File: config.mk
export PLATFORM = sky130hd
export DESIGN_NAME = scalar_angle_kalman_filter
export DESIGN_NICKNAME = d
export VERILOG_FILES = /design/src/hdl/skf_pkg.sv /design/src/hdl/scalar_angle_kalman_filter.sv /design/src/hdl/skf_serial_mul.sv /design/src/hdl/skf_serial_div.sv
export SDC_FILE = /design/constraint.sdc
export NUM_CORES = 2
export LEC_CHECK = 0
export BUFFER_PORTS_ARGS = -buffer_cell sky130_fd_sc_hd__buf_4
export CAP_MARGIN = 20
export CORE_MARGIN = 1
export CORE_UTILIZATION = 35
export CTS_CLUSTER_SIZE = 10
export DETAILED_ROUTE_END_ITERATION = 6
export SYNTH_ARGS = -nofsm -noshare
export SYNTH_HDL_FRONTEND = slang
export SYNTH_HIERARCHICAL = 1
export SYNTH_SLANG_ARGS = --single-unit
export TNS_END_PERCENT = 1
File: constraint.sdc
create_clock -name i_clk -period 9.3 [get_ports i_clk]
set_input_delay 0 -clock i_clk [delete_from_list [all_inputs] [get_ports i_clk]]
set_output_delay 0 -clock i_clk [all_outputs]
set_load 0.05 [all_outputs]
File: src/hdl/skf_pkg.sv
// Shared types, constants and helpers for the scalar angle Kalman filter.
// No dependencies; used by the top level, the checker and the bench.
package skf_pkg;

    // Field widths
    localparam int ANGLE_W  = 32;   // signed Q16.16 angle and rate
    localparam int VAR_W    = 32;   // unsigned Q8.24 variance
    localparam int PERIOD_W = 16;   // unsigned Q0.16 sample period
    localparam int GAIN_W   = 17;   // unsigned Q1.16 gain, 0..65536
    localparam int CFG_IDX_W = 8;
    localparam int CFG_DATA_W = 32;

    // Derived widths of the serial units
    localparam int DEN_W   = VAR_W + 1;           // P + R
    localparam int ERR_W   = ANGLE_W + 1;         // measured minus predicted
    localparam int SUM_W   = ANGLE_W + 4;         // headroom for saturating sums

    // Constants
    localparam logic [GAIN_W-1:0] ONE_Q16 = GAIN_W'(65536);
    localparam logic [PERIOD_W-1:0] PERIOD_RST = PERIOD_W'(66);
    localparam logic [VAR_W-1:0] QNOISE_RST = '0;
    localparam logic [VAR_W-1:0] RNOISE_RST = VAR_W'(45996);
    localparam logic [VAR_W-1:0] VAR_RST = VAR_W'(878450);

    // Register indexes of the configuration port
    localparam logic [CFG_IDX_W-1:0] CFG_SAMPLE_PERIOD     = CFG_IDX_W'(0);
    localparam logic [CFG_IDX_W-1:0] CFG_PROCESS_NOISE     = CFG_IDX_W'(1);
    localparam logic [CFG_IDX_W-1:0] CFG_MEASUREMENT_NOISE = CFG_IDX_W'(2);
    localparam logic [CFG_IDX_W-1:0] CFG_INITIAL_VARIANCE  = CFG_IDX_W'(3);

    // Sequencer states
    typedef enum logic [2:0] {
        S_IDLE,
        S_DIV_START,
        S_PHASE1,
        S_PRED,
        S_ERR,
        S_PHASE2,
        S_FINISH
    } t_state;

    // Clamp a wide signed sum to the signed 32-bit range
    function automatic logic signed [ANGLE_W-1:0] sat_s32(input logic signed [SUM_W-1:0] v);
        logic signed [SUM_W-1:0] hi;
        logic signed [SUM_W-1:0] lo;
        hi = SUM_W'(2147483647);
        lo = -SUM_W'(2147483647) - SUM_W'(1);
        if (v > hi) begin
            sat_s32 = ANGLE_W'(32'h7FFF_FFFF);
        end else if (v < lo) begin
            sat_s32 = ANGLE_W'(32'h8000_0000);
        end else begin
            sat_s32 = v[ANGLE_W-1:0];
        end
    endfunction

endpackage

File: src/hdl/scalar_angle_kalman_filter.sv
// Top level of the scalar angle Kalman filter: sequencer, state and output register.
// Depends on skf_pkg, skf_serial_mul and skf_serial_div.
//
// Usage:
//   Input channel (i_in_valid / o_in_ready) carries one beat per IMU sample:
//   measured angle and gyro rate, both signed Q16.16. Output channel
//   (o_out_valid / i_out_ready) returns one beat per input: filtered angle,
//   gain and updated variance. Configuration writes (i_cfg_valid, always
//   ready) set sample period, process noise, measurement noise and the
//   initial variance; the last also reloads the variance state. Write
//   configuration only while the filter is idle.
//   Each item runs the bit-serial gain divider (the rate product runs beside
//   it), then the two bit-serial gain products, which run side by side.
//   One item is in work at a time; the output register holds a finished
//   result while the next item is taken and worked on. If the receiver
//   stalls, the next result waits in the last step until the output
//   register frees up.
//   Reset returns the configuration to its defaults, clears the angle and
//   loads the variance with the default initial variance.
module scalar_angle_kalman_filter (
    input  logic                                   i_clk,
    input  logic                                   i_rst_n,
    // input beats
    input  logic                                   i_in_valid,
    output logic                                   o_in_ready,
    input  logic signed [skf_pkg::ANGLE_W-1:0]     i_measured_angle,
    input  logic signed [skf_pkg::ANGLE_W-1:0]     i_angular_rate,
    // result beats
    output logic                                   o_out_valid,
    input  logic                                   i_out_ready,
    output logic signed [skf_pkg::ANGLE_W-1:0]     o_angle_estimate,
    output logic [skf_pkg::GAIN_W-1:0]             o_gain_used,
    output logic [skf_pkg::VAR_W-1:0]              o_variance_now,
    // configuration writes
    input  logic                                   i_cfg_valid,
    output logic                                   o_cfg_ready,
    input  logic [skf_pkg::CFG_IDX_W-1:0]          i_cfg_index,
    input  logic [skf_pkg::CFG_DATA_W-1:0]         i_cfg_data
);

    localparam int ANGLE_W  = skf_pkg::ANGLE_W;
    localparam int VAR_W    = skf_pkg::VAR_W;
    localparam int PERIOD_W = skf_pkg::PERIOD_W;
    localparam int GAIN_W   = skf_pkg::GAIN_W;
    localparam int DEN_W    = skf_pkg::DEN_W;
    localparam int ERR_W    = skf_pkg::ERR_W;
    localparam int SUM_W    = skf_pkg::SUM_W;
    localparam int DP_W     = ANGLE_W + PERIOD_W;   // rate * period
    localparam int EP_W     = ERR_W + GAIN_W;       // err * gain, P * (1 - gain)

    skf_pkg::t_state r_state;
    skf_pkg::t_state n_state;

    // configuration
    logic [PERIOD_W-1:0]          r_period;
    logic [VAR_W-1:0]             r_qnoise;
    logic [VAR_W-1:0]             r_rnoise;

    // filter state
    logic signed [ANGLE_W-1:0]    r_angle;
    logic [VAR_W-1:0]             r_var;

    // per-item working registers
    logic signed [ANGLE_W-1:0]    r_meas;
    logic [VAR_W-1:0]             r_p;
    logic                         r_den_zero;
    logic signed [ANGLE_W-1:0]    r_pred;
    logic [GAIN_W-1:0]            r_gain;

    // output register
    logic                         r_out_valid;
    logic signed [ANGLE_W-1:0]    r_out_angle;
    logic [GAIN_W-1:0]            r_out_gain;
    logic [VAR_W-1:0]             r_out_var;

    // strobes and datapath
    logic                         in_beat;
    logic                         cfg_beat;
    logic                         out_free;
    logic                         start_delta;
    logic                         start_div;
    logic                         start_corr;
    logic                         finish;

    logic [VAR_W:0]               p_sum;
    logic [VAR_W-1:0]             p_sat;
    logic [DEN_W-1:0]             den;
    logic signed [ERR_W-1:0]      err;
    logic [GAIN_W-1:0]            one_minus_gain;

    logic                         delta_busy;
    logic signed [DP_W-1:0]       delta_prod;
    logic                         div_busy;
    logic [GAIN_W-1:0]            div_quot;
    logic                         corr_busy;
    logic signed [EP_W-1:0]       corr_prod;
    logic                         vmul_busy;
    logic signed [EP_W-1:0]       vmul_prod;

    logic signed [SUM_W-1:0]      pred_sum;
    logic signed [SUM_W-1:0]      angle_sum;
    logic [VAR_W:0]               var_round;
    logic signed [ANGLE_W-1:0]    angle_new;
    logic [VAR_W-1:0]             var_new;

    assign in_beat  = i_in_valid && o_in_ready;
    assign cfg_beat = i_cfg_valid && o_cfg_ready;
    assign out_free = !r_out_valid || i_out_ready;

    // Predicted variance, saturated
    always_comb begin
        p_sum = {1'b0, r_var} + {1'b0, r_qnoise};
        p_sat = p_sum[VAR_W] ? '1 : p_sum[VAR_W-1:0];
        den   = {1'b0, r_p} + {1'b0, r_rnoise};
    end

    // Prediction: angle + round(rate * period / 2^16), rounding as carry-in
    always_comb begin
        pred_sum = SUM_W'(r_angle) + SUM_W'($signed(delta_prod[DP_W-1:16]))
                   + SUM_W'({1'b0, delta_prod[15]});
    end

    // Innovation and complement of the gain
    always_comb begin
        err = ERR_W'(r_meas) - ERR_W'(r_pred);
        one_minus_gain = skf_pkg::ONE_Q16 - r_gain;
    end

    // Correction and variance update, rounding as carry-in
    always_comb begin
        angle_sum = SUM_W'(r_pred) + SUM_W'($signed(corr_prod[EP_W-1:16]))
                    + SUM_W'({1'b0, corr_prod[15]});
        angle_new = skf_pkg::sat_s32(angle_sum);
        var_round = {1'b0, vmul_prod[VAR_W+15:16]} + (VAR_W+1)'(vmul_prod[15]);
        var_new   = var_round[VAR_W-1:0];
    end

    // rate * period
    skf_serial_mul #(
        .A_W (ANGLE_W),
        .B_W (PERIOD_W)
    ) u_delta_mul (
        .i_clk   (i_clk),
        .i_rst_n (i_rst_n),
        .i_start (start_delta),
        .i_a     (i_angular_rate),
        .i_b     (r_period),
        .o_busy  (delta_busy),
        .o_prod  (delta_prod)
    );

    // gain = P * 2^16 / (P + R)
    skf_serial_div #(
        .NUM_W (VAR_W),
        .DEN_W (DEN_W),
        .Q_W   (GAIN_W)
    ) u_gain_div (
        .i_clk   (i_clk),
        .i_rst_n (i_rst_n),
        .i_start (start_div),
        .i_num   (r_p),
        .i_den   (den),
        .o_busy  (div_busy),
        .o_quot  (div_quot)
    );

    // innovation * gain
    skf_serial_mul #(
        .A_W (ERR_W),
        .B_W (GAIN_W)
    ) u_corr_mul (
        .i_clk   (i_clk),
        .i_rst_n (i_rst_n),
        .i_start (start_corr),
        .i_a     (err),
        .i_b     (r_gain),
        .o_busy  (corr_busy),
        .o_prod  (corr_prod)
    );

    // P * (1 - gain)
    skf_serial_mul #(
        .A_W (ERR_W),
        .B_W (GAIN_W)
    ) u_var_mul (
        .i_clk   (i_clk),
        .i_rst_n (i_rst_n),
        .i_start (start_corr),
        .i_a     ({1'b0, r_p}),
        .i_b     (one_minus_gain),
        .o_busy  (vmul_busy),
        .o_prod  (vmul_prod)
    );

    // Sequencer state register
    always_ff @(posedge i_clk) begin
        if (!i_rst_n) begin
            r_state <= skf_pkg::S_IDLE;
        end else begin
            r_state <= n_state;
        end
    end

    // Sequencer next state and strobes
    always_comb begin
        n_state     = r_state;
        o_in_ready  = 1'b0;
        start_delta = 1'b0;
        start_div   = 1'b0;
        start_corr  = 1'b0;
        finish      = 1'b0;
        unique case (r_state)
            skf_pkg::S_IDLE: begin
                o_in_ready  = 1'b1;
                start_delta = i_in_valid;
                if (i_in_valid) begin
                    n_state = skf_pkg::S_DIV_START;
                end
            end
            skf_pkg::S_DIV_START: begin
                start_div = 1'b1;
                n_state   = skf_pkg::S_PHASE1;
            end
            skf_pkg::S_PHASE1: begin
                if (!div_busy && !delta_busy) begin
                    n_state = skf_pkg::S_PRED;
                end
            end
            skf_pkg::S_PRED: begin
                n_state = skf_pkg::S_ERR;
            end
            skf_pkg::S_ERR: begin
                start_corr = 1'b1;
                n_state    = skf_pkg::S_PHASE2;
            end
            skf_pkg::S_PHASE2: begin
                if (!corr_busy && !vmul_busy) begin
                    n_state = skf_pkg::S_FINISH;
                end
            end
            skf_pkg::S_FINISH: begin
                if (out_free) begin
                    finish  = 1'b1;
                    n_state = skf_pkg::S_IDLE;
                end
            end
            default: begin
                n_state = skf_pkg::S_IDLE;
            end
        endcase
    end

    // Configuration registers and filter state
    always_ff @(posedge i_clk) begin
        if (!i_rst_n) begin
            r_period <= skf_pkg::PERIOD_RST;
            r_qnoise <= skf_pkg::QNOISE_RST;
            r_rnoise <= skf_pkg::RNOISE_RST;
            r_var    <= skf_pkg::VAR_RST;
            r_angle  <= '0;
        end else begin
            if (cfg_beat) begin
                unique case (i_cfg_index)
                    skf_pkg::CFG_SAMPLE_PERIOD: begin
                        r_period <= i_cfg_data[PERIOD_W-1:0];
                    end
                    skf_pkg::CFG_PROCESS_NOISE: begin
                        r_qnoise <= i_cfg_data[VAR_W-1:0];
                    end
                    skf_pkg::CFG_MEASUREMENT_NOISE: begin
                        r_rnoise <= i_cfg_data[VAR_W-1:0];
                    end
                    skf_pkg::CFG_INITIAL_VARIANCE: begin
                        r_var <= i_cfg_data[VAR_W-1:0];
                    end
                    default: begin
                    end
                endcase
            end
            if (finish) begin
                r_angle <= angle_new;
                r_var   <= var_new;
            end
        end
    end

    // Per-item working registers
    always_ff @(posedge i_clk) begin
        if (in_beat) begin
            r_meas <= i_measured_angle;
            r_p    <= p_sat;
        end
        if (start_div) begin
            r_den_zero <= (den == '0);
        end
        if (r_state == skf_pkg::S_PRED) begin
            r_pred <= skf_pkg::sat_s32(pred_sum);
            r_gain <= r_den_zero ? '0 : div_quot;
        end
    end

    // Output register: load on finish, drop when the beat is taken
    always_ff @(posedge i_clk) begin
        if (!i_rst_n) begin
            r_out_valid <= 1'b0;
        end else if (finish) begin
            r_out_valid <= 1'b1;
        end else if (i_out_ready) begin
            r_out_valid <= 1'b0;
        end
    end

    always_ff @(posedge i_clk) begin
        if (finish) begin
            r_out_angle <= angle_new;
            r_out_gain  <= r_gain;
            r_out_var   <= var_new;
        end
    end

    assign o_out_valid      = r_out_valid;
    assign o_angle_estimate = r_out_angle;
    assign o_gain_used      = r_out_gain;
    assign o_variance_now   = r_out_var;
    assign o_cfg_ready      = 1'b1;

endmodule

File: src/hdl/skf_serial_mul.sv
// Bit-serial shift-add multiplier: signed multiplicand times unsigned multiplier.
// One multiplier bit per cycle, LSB first. Depends on nothing outside itself.
module skf_serial_mul #(
    parameter int A_W = 32,
    parameter int B_W = 16
) (
    input  logic                     i_clk,
    input  logic                     i_rst_n,
    input  logic                     i_start,
    input  logic signed [A_W-1:0]    i_a,
    input  logic [B_W-1:0]           i_b,
    output logic                     o_busy,
    output logic signed [A_W+B_W-1:0] o_prod
);

    localparam int P_W = A_W + B_W;
    localparam int CNT_W = $clog2(B_W + 1);

    logic [CNT_W-1:0]        r_cnt;
    logic signed [P_W-1:0]   r_a_sh;
    logic [B_W-1:0]          r_b_sh;
    logic signed [P_W-1:0]   r_acc;
    logic signed [P_W-1:0]   n_acc;

    // Add the shifted multiplicand when the current multiplier bit is set
    always_comb begin
        n_acc = r_b_sh[0] ? (r_acc + r_a_sh) : r_acc;
    end

    // Count the steps
    always_ff @(posedge i_clk) begin
        if (!i_rst_n) begin
            r_cnt <= '0;
        end else if (i_start) begin
            r_cnt <= CNT_W'(B_W);
        end else if (r_cnt != '0) begin
            r_cnt <= r_cnt - CNT_W'(1);
        end
    end

    // Load operands, then advance one bit per cycle
    always_ff @(posedge i_clk) begin
        if (i_start) begin
            r_a_sh <= {{B_W{i_a[A_W-1]}}, i_a};
            r_b_sh <= i_b;
            r_acc  <= '0;
        end else if (r_cnt != '0) begin
            r_a_sh <= r_a_sh <<< 1;
            r_b_sh <= r_b_sh >> 1;
            r_acc  <= n_acc;
        end
    end

    assign o_busy = (r_cnt != '0);
    assign o_prod = r_acc;

endmodule

File: src/hdl/skf_serial_div.sv
// Restoring divider, one quotient bit per cycle, MSB first.
// Gives floor(num * 2^(Q_W-1) / den) for num <= den. No dependencies.
module skf_serial_div #(
    parameter int NUM_W = 32,
    parameter int DEN_W = 33,
    parameter int Q_W   = 17
) (
    input  logic              i_clk,
    input  logic              i_rst_n,
    input  logic              i_start,
    input  logic [NUM_W-1:0]  i_num,
    input  logic [DEN_W-1:0]  i_den,
    output logic              o_busy,
    output logic [Q_W-1:0]    o_quot
);

    localparam int REM_W = DEN_W + 1;
    localparam int CNT_W = $clog2(Q_W + 1);

    logic [CNT_W-1:0]  r_cnt;
    logic [REM_W-1:0]  r_rem;
    logic [DEN_W-1:0]  r_den;
    logic [Q_W-1:0]    r_quot;
    logic              ge;
    logic [REM_W-1:0]  diff;
    logic [REM_W-1:0]  n_rem;

    // Trial subtract against the divisor
    always_comb begin
        ge    = (r_rem >= {1'b0, r_den});
        diff  = r_rem - {1'b0, r_den};
        n_rem = ge ? diff : r_rem;
    end

    // Count the steps
    always_ff @(posedge i_clk) begin
        if (!i_rst_n) begin
            r_cnt <= '0;
        end else if (i_start) begin
            r_cnt <= CNT_W'(Q_W);
        end else if (r_cnt != '0) begin
            r_cnt <= r_cnt - CNT_W'(1);
        end
    end

    // Load the dividend, then shift in one quotient bit per cycle
    always_ff @(posedge i_clk) begin
        if (i_start) begin
            r_rem  <= REM_W'(i_num);
            r_den  <= i_den;
            r_quot <= '0;
        end else if (r_cnt != '0) begin
            r_rem  <= {n_rem[REM_W-2:0], 1'b0};
            r_quot <= {r_quot[Q_W-2:0], ge};
        end
    end

    assign o_busy = (r_cnt != '0);
    assign o_quot = r_quot;

endmodule

-- After elaboration in Yosys (flattened, before gate mapping)
Cells that the tools add are included.
- bits in registers: 793
- output and inout port bits: 84
- word-level logic and storage cells: 149
- add/subtract/negate cells: 17
- magnitude comparators: 5
- equality and inequality tests: 13
- mux-type cells: 42
- bitwise gates (word level): 1
- reductions and logical operators: 34
- operators by type and width (operator ; number):
    2-to-1 mux 32 bit ; 10
    adder 50 bit ; 2
    2-to-1 mux 50 bit ; 2
    adder 32 x 32 -> 33 bit ; 3
    2-to-1 mux 48 bit ; 2
    2-to-1 mux 17 bit ; 4
    adder 48 bit ; 1
    2-to-1 mux 5 bit ; 8
    adder 35 x 2 -> 36 bit ; 1
    greater-than comparator 36 x 32 -> 1 bit (second input constant) ; 1
    less-than comparator 36 x 32 -> 1 bit (second input constant) ; 1
    adder 32 x 34 -> 35 bit ; 1
    adder 33 x 2 -> 34 bit ; 1
    greater-or-equal comparator 34 x 33 -> 1 bit ; 1
    greater-than comparator 34 x 32 -> 1 bit (second input constant) ; 1
    less-than comparator 34 x 32 -> 1 bit (second input constant) ; 1
    zero test 33 bit ; 1
    2-to-1 mux 33 bit ; 1
    subtractor 32 x 32 -> 33 bit ; 1
    subtractor 33 bit ; 1
    adder 32 x 1 -> 32 bit ; 1
    2-to-1 mux 16 bit ; 2
    case mux 3 bit (7 select lines) ; 1
    nonzero test 5 bit ; 4
    20 further kinds ; 60

-- Depth between registers and ports, before layout
- depth in word-level cells: 6
- mapped depth: 14
- gate-level depth less buffers: 14

-- Cells and area by module
The synthesis kept the hierarchy.
- modules (own cells, without submodules) (module ; times used ; cells an instance ; area an instance (µm²) ; seq. area each (µm²)):
    scalar_angle_kalman_filter ; 1 ; 2319 ; 21480.6 ; 8818.5
    skf_serial_mul (u_var_mul) ; 1 ; 830 ; 7688.6 ; 3113.0
    skf_serial_mul (u_corr_mul) ; 1 ; 802 ; 7536.0 ; 3113.0
    skf_serial_mul (u_delta_mul) ; 1 ; 746 ; 7154.4 ; 2982.9
    skf_serial_div ; 1 ; 583 ; 5591.6 ; 2432.3

-- Worst setup path before layout
Ideal clock, no wire load.
- path kind: register -> register
- start: register r_state[1]
- end: register u_delta_mul.r_a_sh[0] (enable)
- setup time: 0.394 ns
- arrival: 4.763 ns
- slack: 4.143 ns
- stages on the path, launching flop included: 9
- path buffers: 4
- cells stage by stage: dfxtp_1 -> clkbuf_1 -> or2_2 -> nor2_1 -> and2_1 -> clkbuf_1 -> clkbuf_1 -> clkbuf_1 -> or2_2
- longest elaborated chain between the ends: 3
- ends and longest elaborated chain (what ; RTL line ; source):
    from (decl) ; scalar_angle_kalman_filter.sv:51 ; skf_pkg::t_state r_state;
    from (signal assigned) ; scalar_angle_kalman_filter.sv:198 ; r_state <= skf_pkg::S_IDLE;
    from (signal assigned) ; scalar_angle_kalman_filter.sv:200 ; r_state <= n_state;
    zero test 3 bit ; scalar_angle_kalman_filter.sv:212 ; unique case (r_state)
    2-to-1 mux 1 bit ; scalar_angle_kalman_filter.sv:212 ;
    nonzero test 2 bit (no source line) ; - ;
    to (signal assigned) ; skf_serial_mul.sv:44 ; r_a_sh <= {{B_W{i_a[A_W-1]}}, i_a};
    to (signal assigned) ; skf_serial_mul.sv:48 ; r_a_sh <= r_a_sh <<< 1;
    to (decl) ; skf_serial_mul.sv:20 ; logic signed [P_W-1:0] r_a_sh;
Every way passes these cells.
A chain may end at the register's enable or synchronous reset.

-- Worst setup path in the final report
- start: register r_pred[0]
- end: register r_angle[19]
- longest elaborated chain between the ends: 5
- ends and longest elaborated chain (what ; RTL line ; source):
    from (decl) ; scalar_angle_kalman_filter.sv:67 ; logic signed [ANGLE_W-1:0] r_pred;
    from (signal assigned) ; scalar_angle_kalman_filter.sv:297 ; r_pred <= skf_pkg::sat_s32(pred_sum);
    adder 32 x 34 -> 35 bit (*) ; scalar_angle_kalman_filter.sv:131 ; angle_sum = SUM_W'(r_pred) + SUM_W'($signed(corr_prod[EP_W-1:16]))
    adder 35 x 2 -> 36 bit (*) ; scalar_angle_kalman_filter.sv:132 ; + SUM_W'({1'b0, corr_prod[15]});
    less-than comparator 36 x 32 -> 1 bit ; skf_pkg.sv:50 ; end else if (v < lo) begin
    2-to-1 mux 32 bit ; skf_pkg.sv:50 ;
    2-to-1 mux 32 bit (*) ; skf_pkg.sv:48 ; if (v > hi) begin
    to (signal assigned) ; scalar_angle_kalman_filter.sv:281 ; r_angle <= angle_new;
    to (decl) ; scalar_angle_kalman_filter.sv:60 ; logic signed [ANGLE_W-1:0] r_angle;
Every way passes the cells marked *; elsewhere a longest branch is shown, timed or not.

==> impl_metrics.yaml <==
timing:
  setup_viol: 0
  skew_ns: 0.0334
  worst_slew_pin_slew_ns: 1.22
  fmax_mhz: 206
  tns_ns: 0
  hold_viol: 0
  setup_ws_ns: 4.44
  rsz0062_at_grt: "no"
  relSlewSlack_pct: 18.0
  timing.final.max_slew_violations: 0
  min_period_ns: 4.86
  finalCritPeriodShare_pct: 52.2
worst_setup_path:
  worstPathMaxFanout: 33
  cp_slowest_stage_delay_ns: 0.77
  critPathLaunchType: "flop"
  crit_type: "flop to flop"
  critPathCaptureType: "flop"
  cp.buffers_inverters: 2
  slowest_stage: "a41o_1"
  critPathTopFamily: "compound AO/OA/AOI/OAI gates"
  worstPathArrival_ns: 5.39
  crit_chain: "inv_1 -> fa_1 -> fa_1 -> nand2b_1 -> a21oi_1 -> o211a_1 -> a41o_1 -> a41oi_1 -> o21ai_0 -> a31o_2 -> a41o_1 -> and2_1 -> buf_4 -> a211oi_2"
  cp.required_ns: 9.84
final_layout:
  drive_gt1_share_pct: 11.2
  fin_nets: 5922
  utilization_pct: 40.6
  area_delta_synth_final_pct: 15.2
  fin_cells: 7414
  fin_area_um2: 56600
synth:
  synth_warnings: 6
  synth_cells: 5243
  syn_avg_cell_area_um2: 9.38
  syn_nets: 5710
  netlist_area_um2: 49200
cts:
  cts_tree: "done"
  root_buffer: "clkbuf_16"
  numCtsBuffers: 96
  clkLatencyLatePin_ns: 0.71
  cts_sinks: 789
  cts_max_path_buffers: 3
  cts_setup_buffers: 0
  htreeDepth: 3
  path_clk_slew_ns: 0.06
placement:
  placed_cells: 7097
  dp_hpwl_mm: 112
  portBuffers: 191
  placed_area_um2: 52200
  dp_slack_ns: 4.48
  globalplace.congestion: 0.946
global_route:
  grt_start_max_net_pins: 138
  grt_use_total_pct: 20.9
  grt-ovfl-total: 0
  antenna_found_initial: 12
  grt_pass1_vias: 38100
  grt_first_pass_wirelength_mm: 231
routing:
  totalWireLength_mm: 152
  postRouteAntennaNets: 0
  via_count: 40100
  drt_first_pass_iters: 5
  drt_iter0_drc: 3091
  vias_per_cell: 5.41
  wl_per_cell_um: 20.5
  drc: 0
floorplan:
  dieArea_um2: 142000
  start_util_pct: 35.3
  io_pins: 193
  die_h_um: 377
  die_w_um: 377
  placeableCoreArea_um2: 139000
  core.rowCount: 137
pwr:
  cellPowerDensity_nw_per_um2: 357
  p_leak_nw: 22.8
  vdd_drop_max_mv: 0.278
run_status:
  status: "complete, no violations"
min_path:
  hold_path_class: "input port to flop"
run:
  max_cap_violations: 0
## sequential cells by signal, summed over array words and instances, names as in the netlist, 33 cells and up
name,cells
u_corr_mul/r_a_sh,50
u_delta_mul/r_a_sh,48
u_gain_div/r_rem,34
u_delta_mul/o_prod,48
u_var_mul/o_prod,48
u_var_mul/r_a_sh,48
u_corr_mul/o_prod,50
u_gain_div/r_den,33
## through the flow
step,hold slack (ns),power [W]
floorplan,0.0989,0.0135
finish,0.0233,0.0202
CTS,0.000302,0.0202
global placement,0.180,0.0163
global route,0.0291,0.0217
detailed placement,0.180,0.0164
## timing repair
| item | 4_1_cts | 5_1_grt |
|---|---|---|
| hold buffers | 129 | 0 |
| resized for setup | 0 | 0 |
| endpoints found under the hold margin | 182 | 0 |
## worst reg2reg max path, stage by stage (launching register included)
cell and delay [ns]:
edfxtp_1 0.35, inv_1 0.07, fa_1 0.45, fa_1 0.40, nand2b_1 0.17, a21oi_1 0.27
o211a_1 0.25, a41o_1 0.32, a41oi_1 0.18, o21ai_0 0.29, a31o_2 0.25, a41o_1 0.77
and2_1 0.35, buf_4 0.44, a211oi_2 0.14
## final cells by class
type | count | area [µm²]
inverter | 224 | 843
fill | 13700 | 82700
clock buffer | 162 | 2740
tap | 1876 | 2350
sequential | 789 | 20400
antenna | 1 | 2.50
clock inverter | 18 | 274
multi-input combinational | 3990 | 27000
timing repair buffer | 354 | 3060
## power breakdown
| part | switching, W | internal, W | total (W) |
|---|---|---|---|
| logic | 0.00659 | 0.00402 | 0.0106 |
| clock network | 0.00156 | 0.00210 | 0.00366 |
| registers | 0.000758 | 0.00521 | 0.00597 |
| total | 0.00891 | 0.0113 | 0.0202 |
## layout by cell type, fill, tap and decap left out, drive strengths merged, types with 39 or more instances in the layout
cell and count:
nand3 152, nand4 57, a21oi 453, nor3 76, o21bai 52, buf 225, a31oi 40, nand2b 40
nand2 742, and2 39, nor2b 79, edfxtp 456, clkbuf 162, nor2 268, a21o 159, dlygate4sd3 129
o21a 55, inv 227, dfxtp 333, o21ai 317, xnor2 198, and3 39, xor2 128, ha 347
a211oi 85, mux2 142, a21boi 86
## metal layers
layer / routed length, µm / up-vias / track usage [%] / share of wire (%)
met3: 9030 / 209 / 3.23 / 5.9
met5: 68 / - / 0 / 0.045
li1: - / 19500 / - / -
met4: 4230 / 10 / 6.70 / 2.8
met1: 73500 / 19300 / 30.5 / 48
met2: 65300 / 1023 / 31.4 / 43
## worst paths after layout
kind	startpoint	endpoint	slack, ns	cells after the start
setup / recovery	r_pred[0]	r_angle[19]	4.44	14
hold / removal	i_angular_rate[31]	u_delta_mul/r_a_sh[33]	0.02	3
setup reg to reg	r_pred[0]	r_angle[19]	4.44	14
hold reg to reg	u_corr_mul/o_prod[0]	u_corr_mul/o_prod[0]	0.46	2
(Power assumes the default switching activity.)
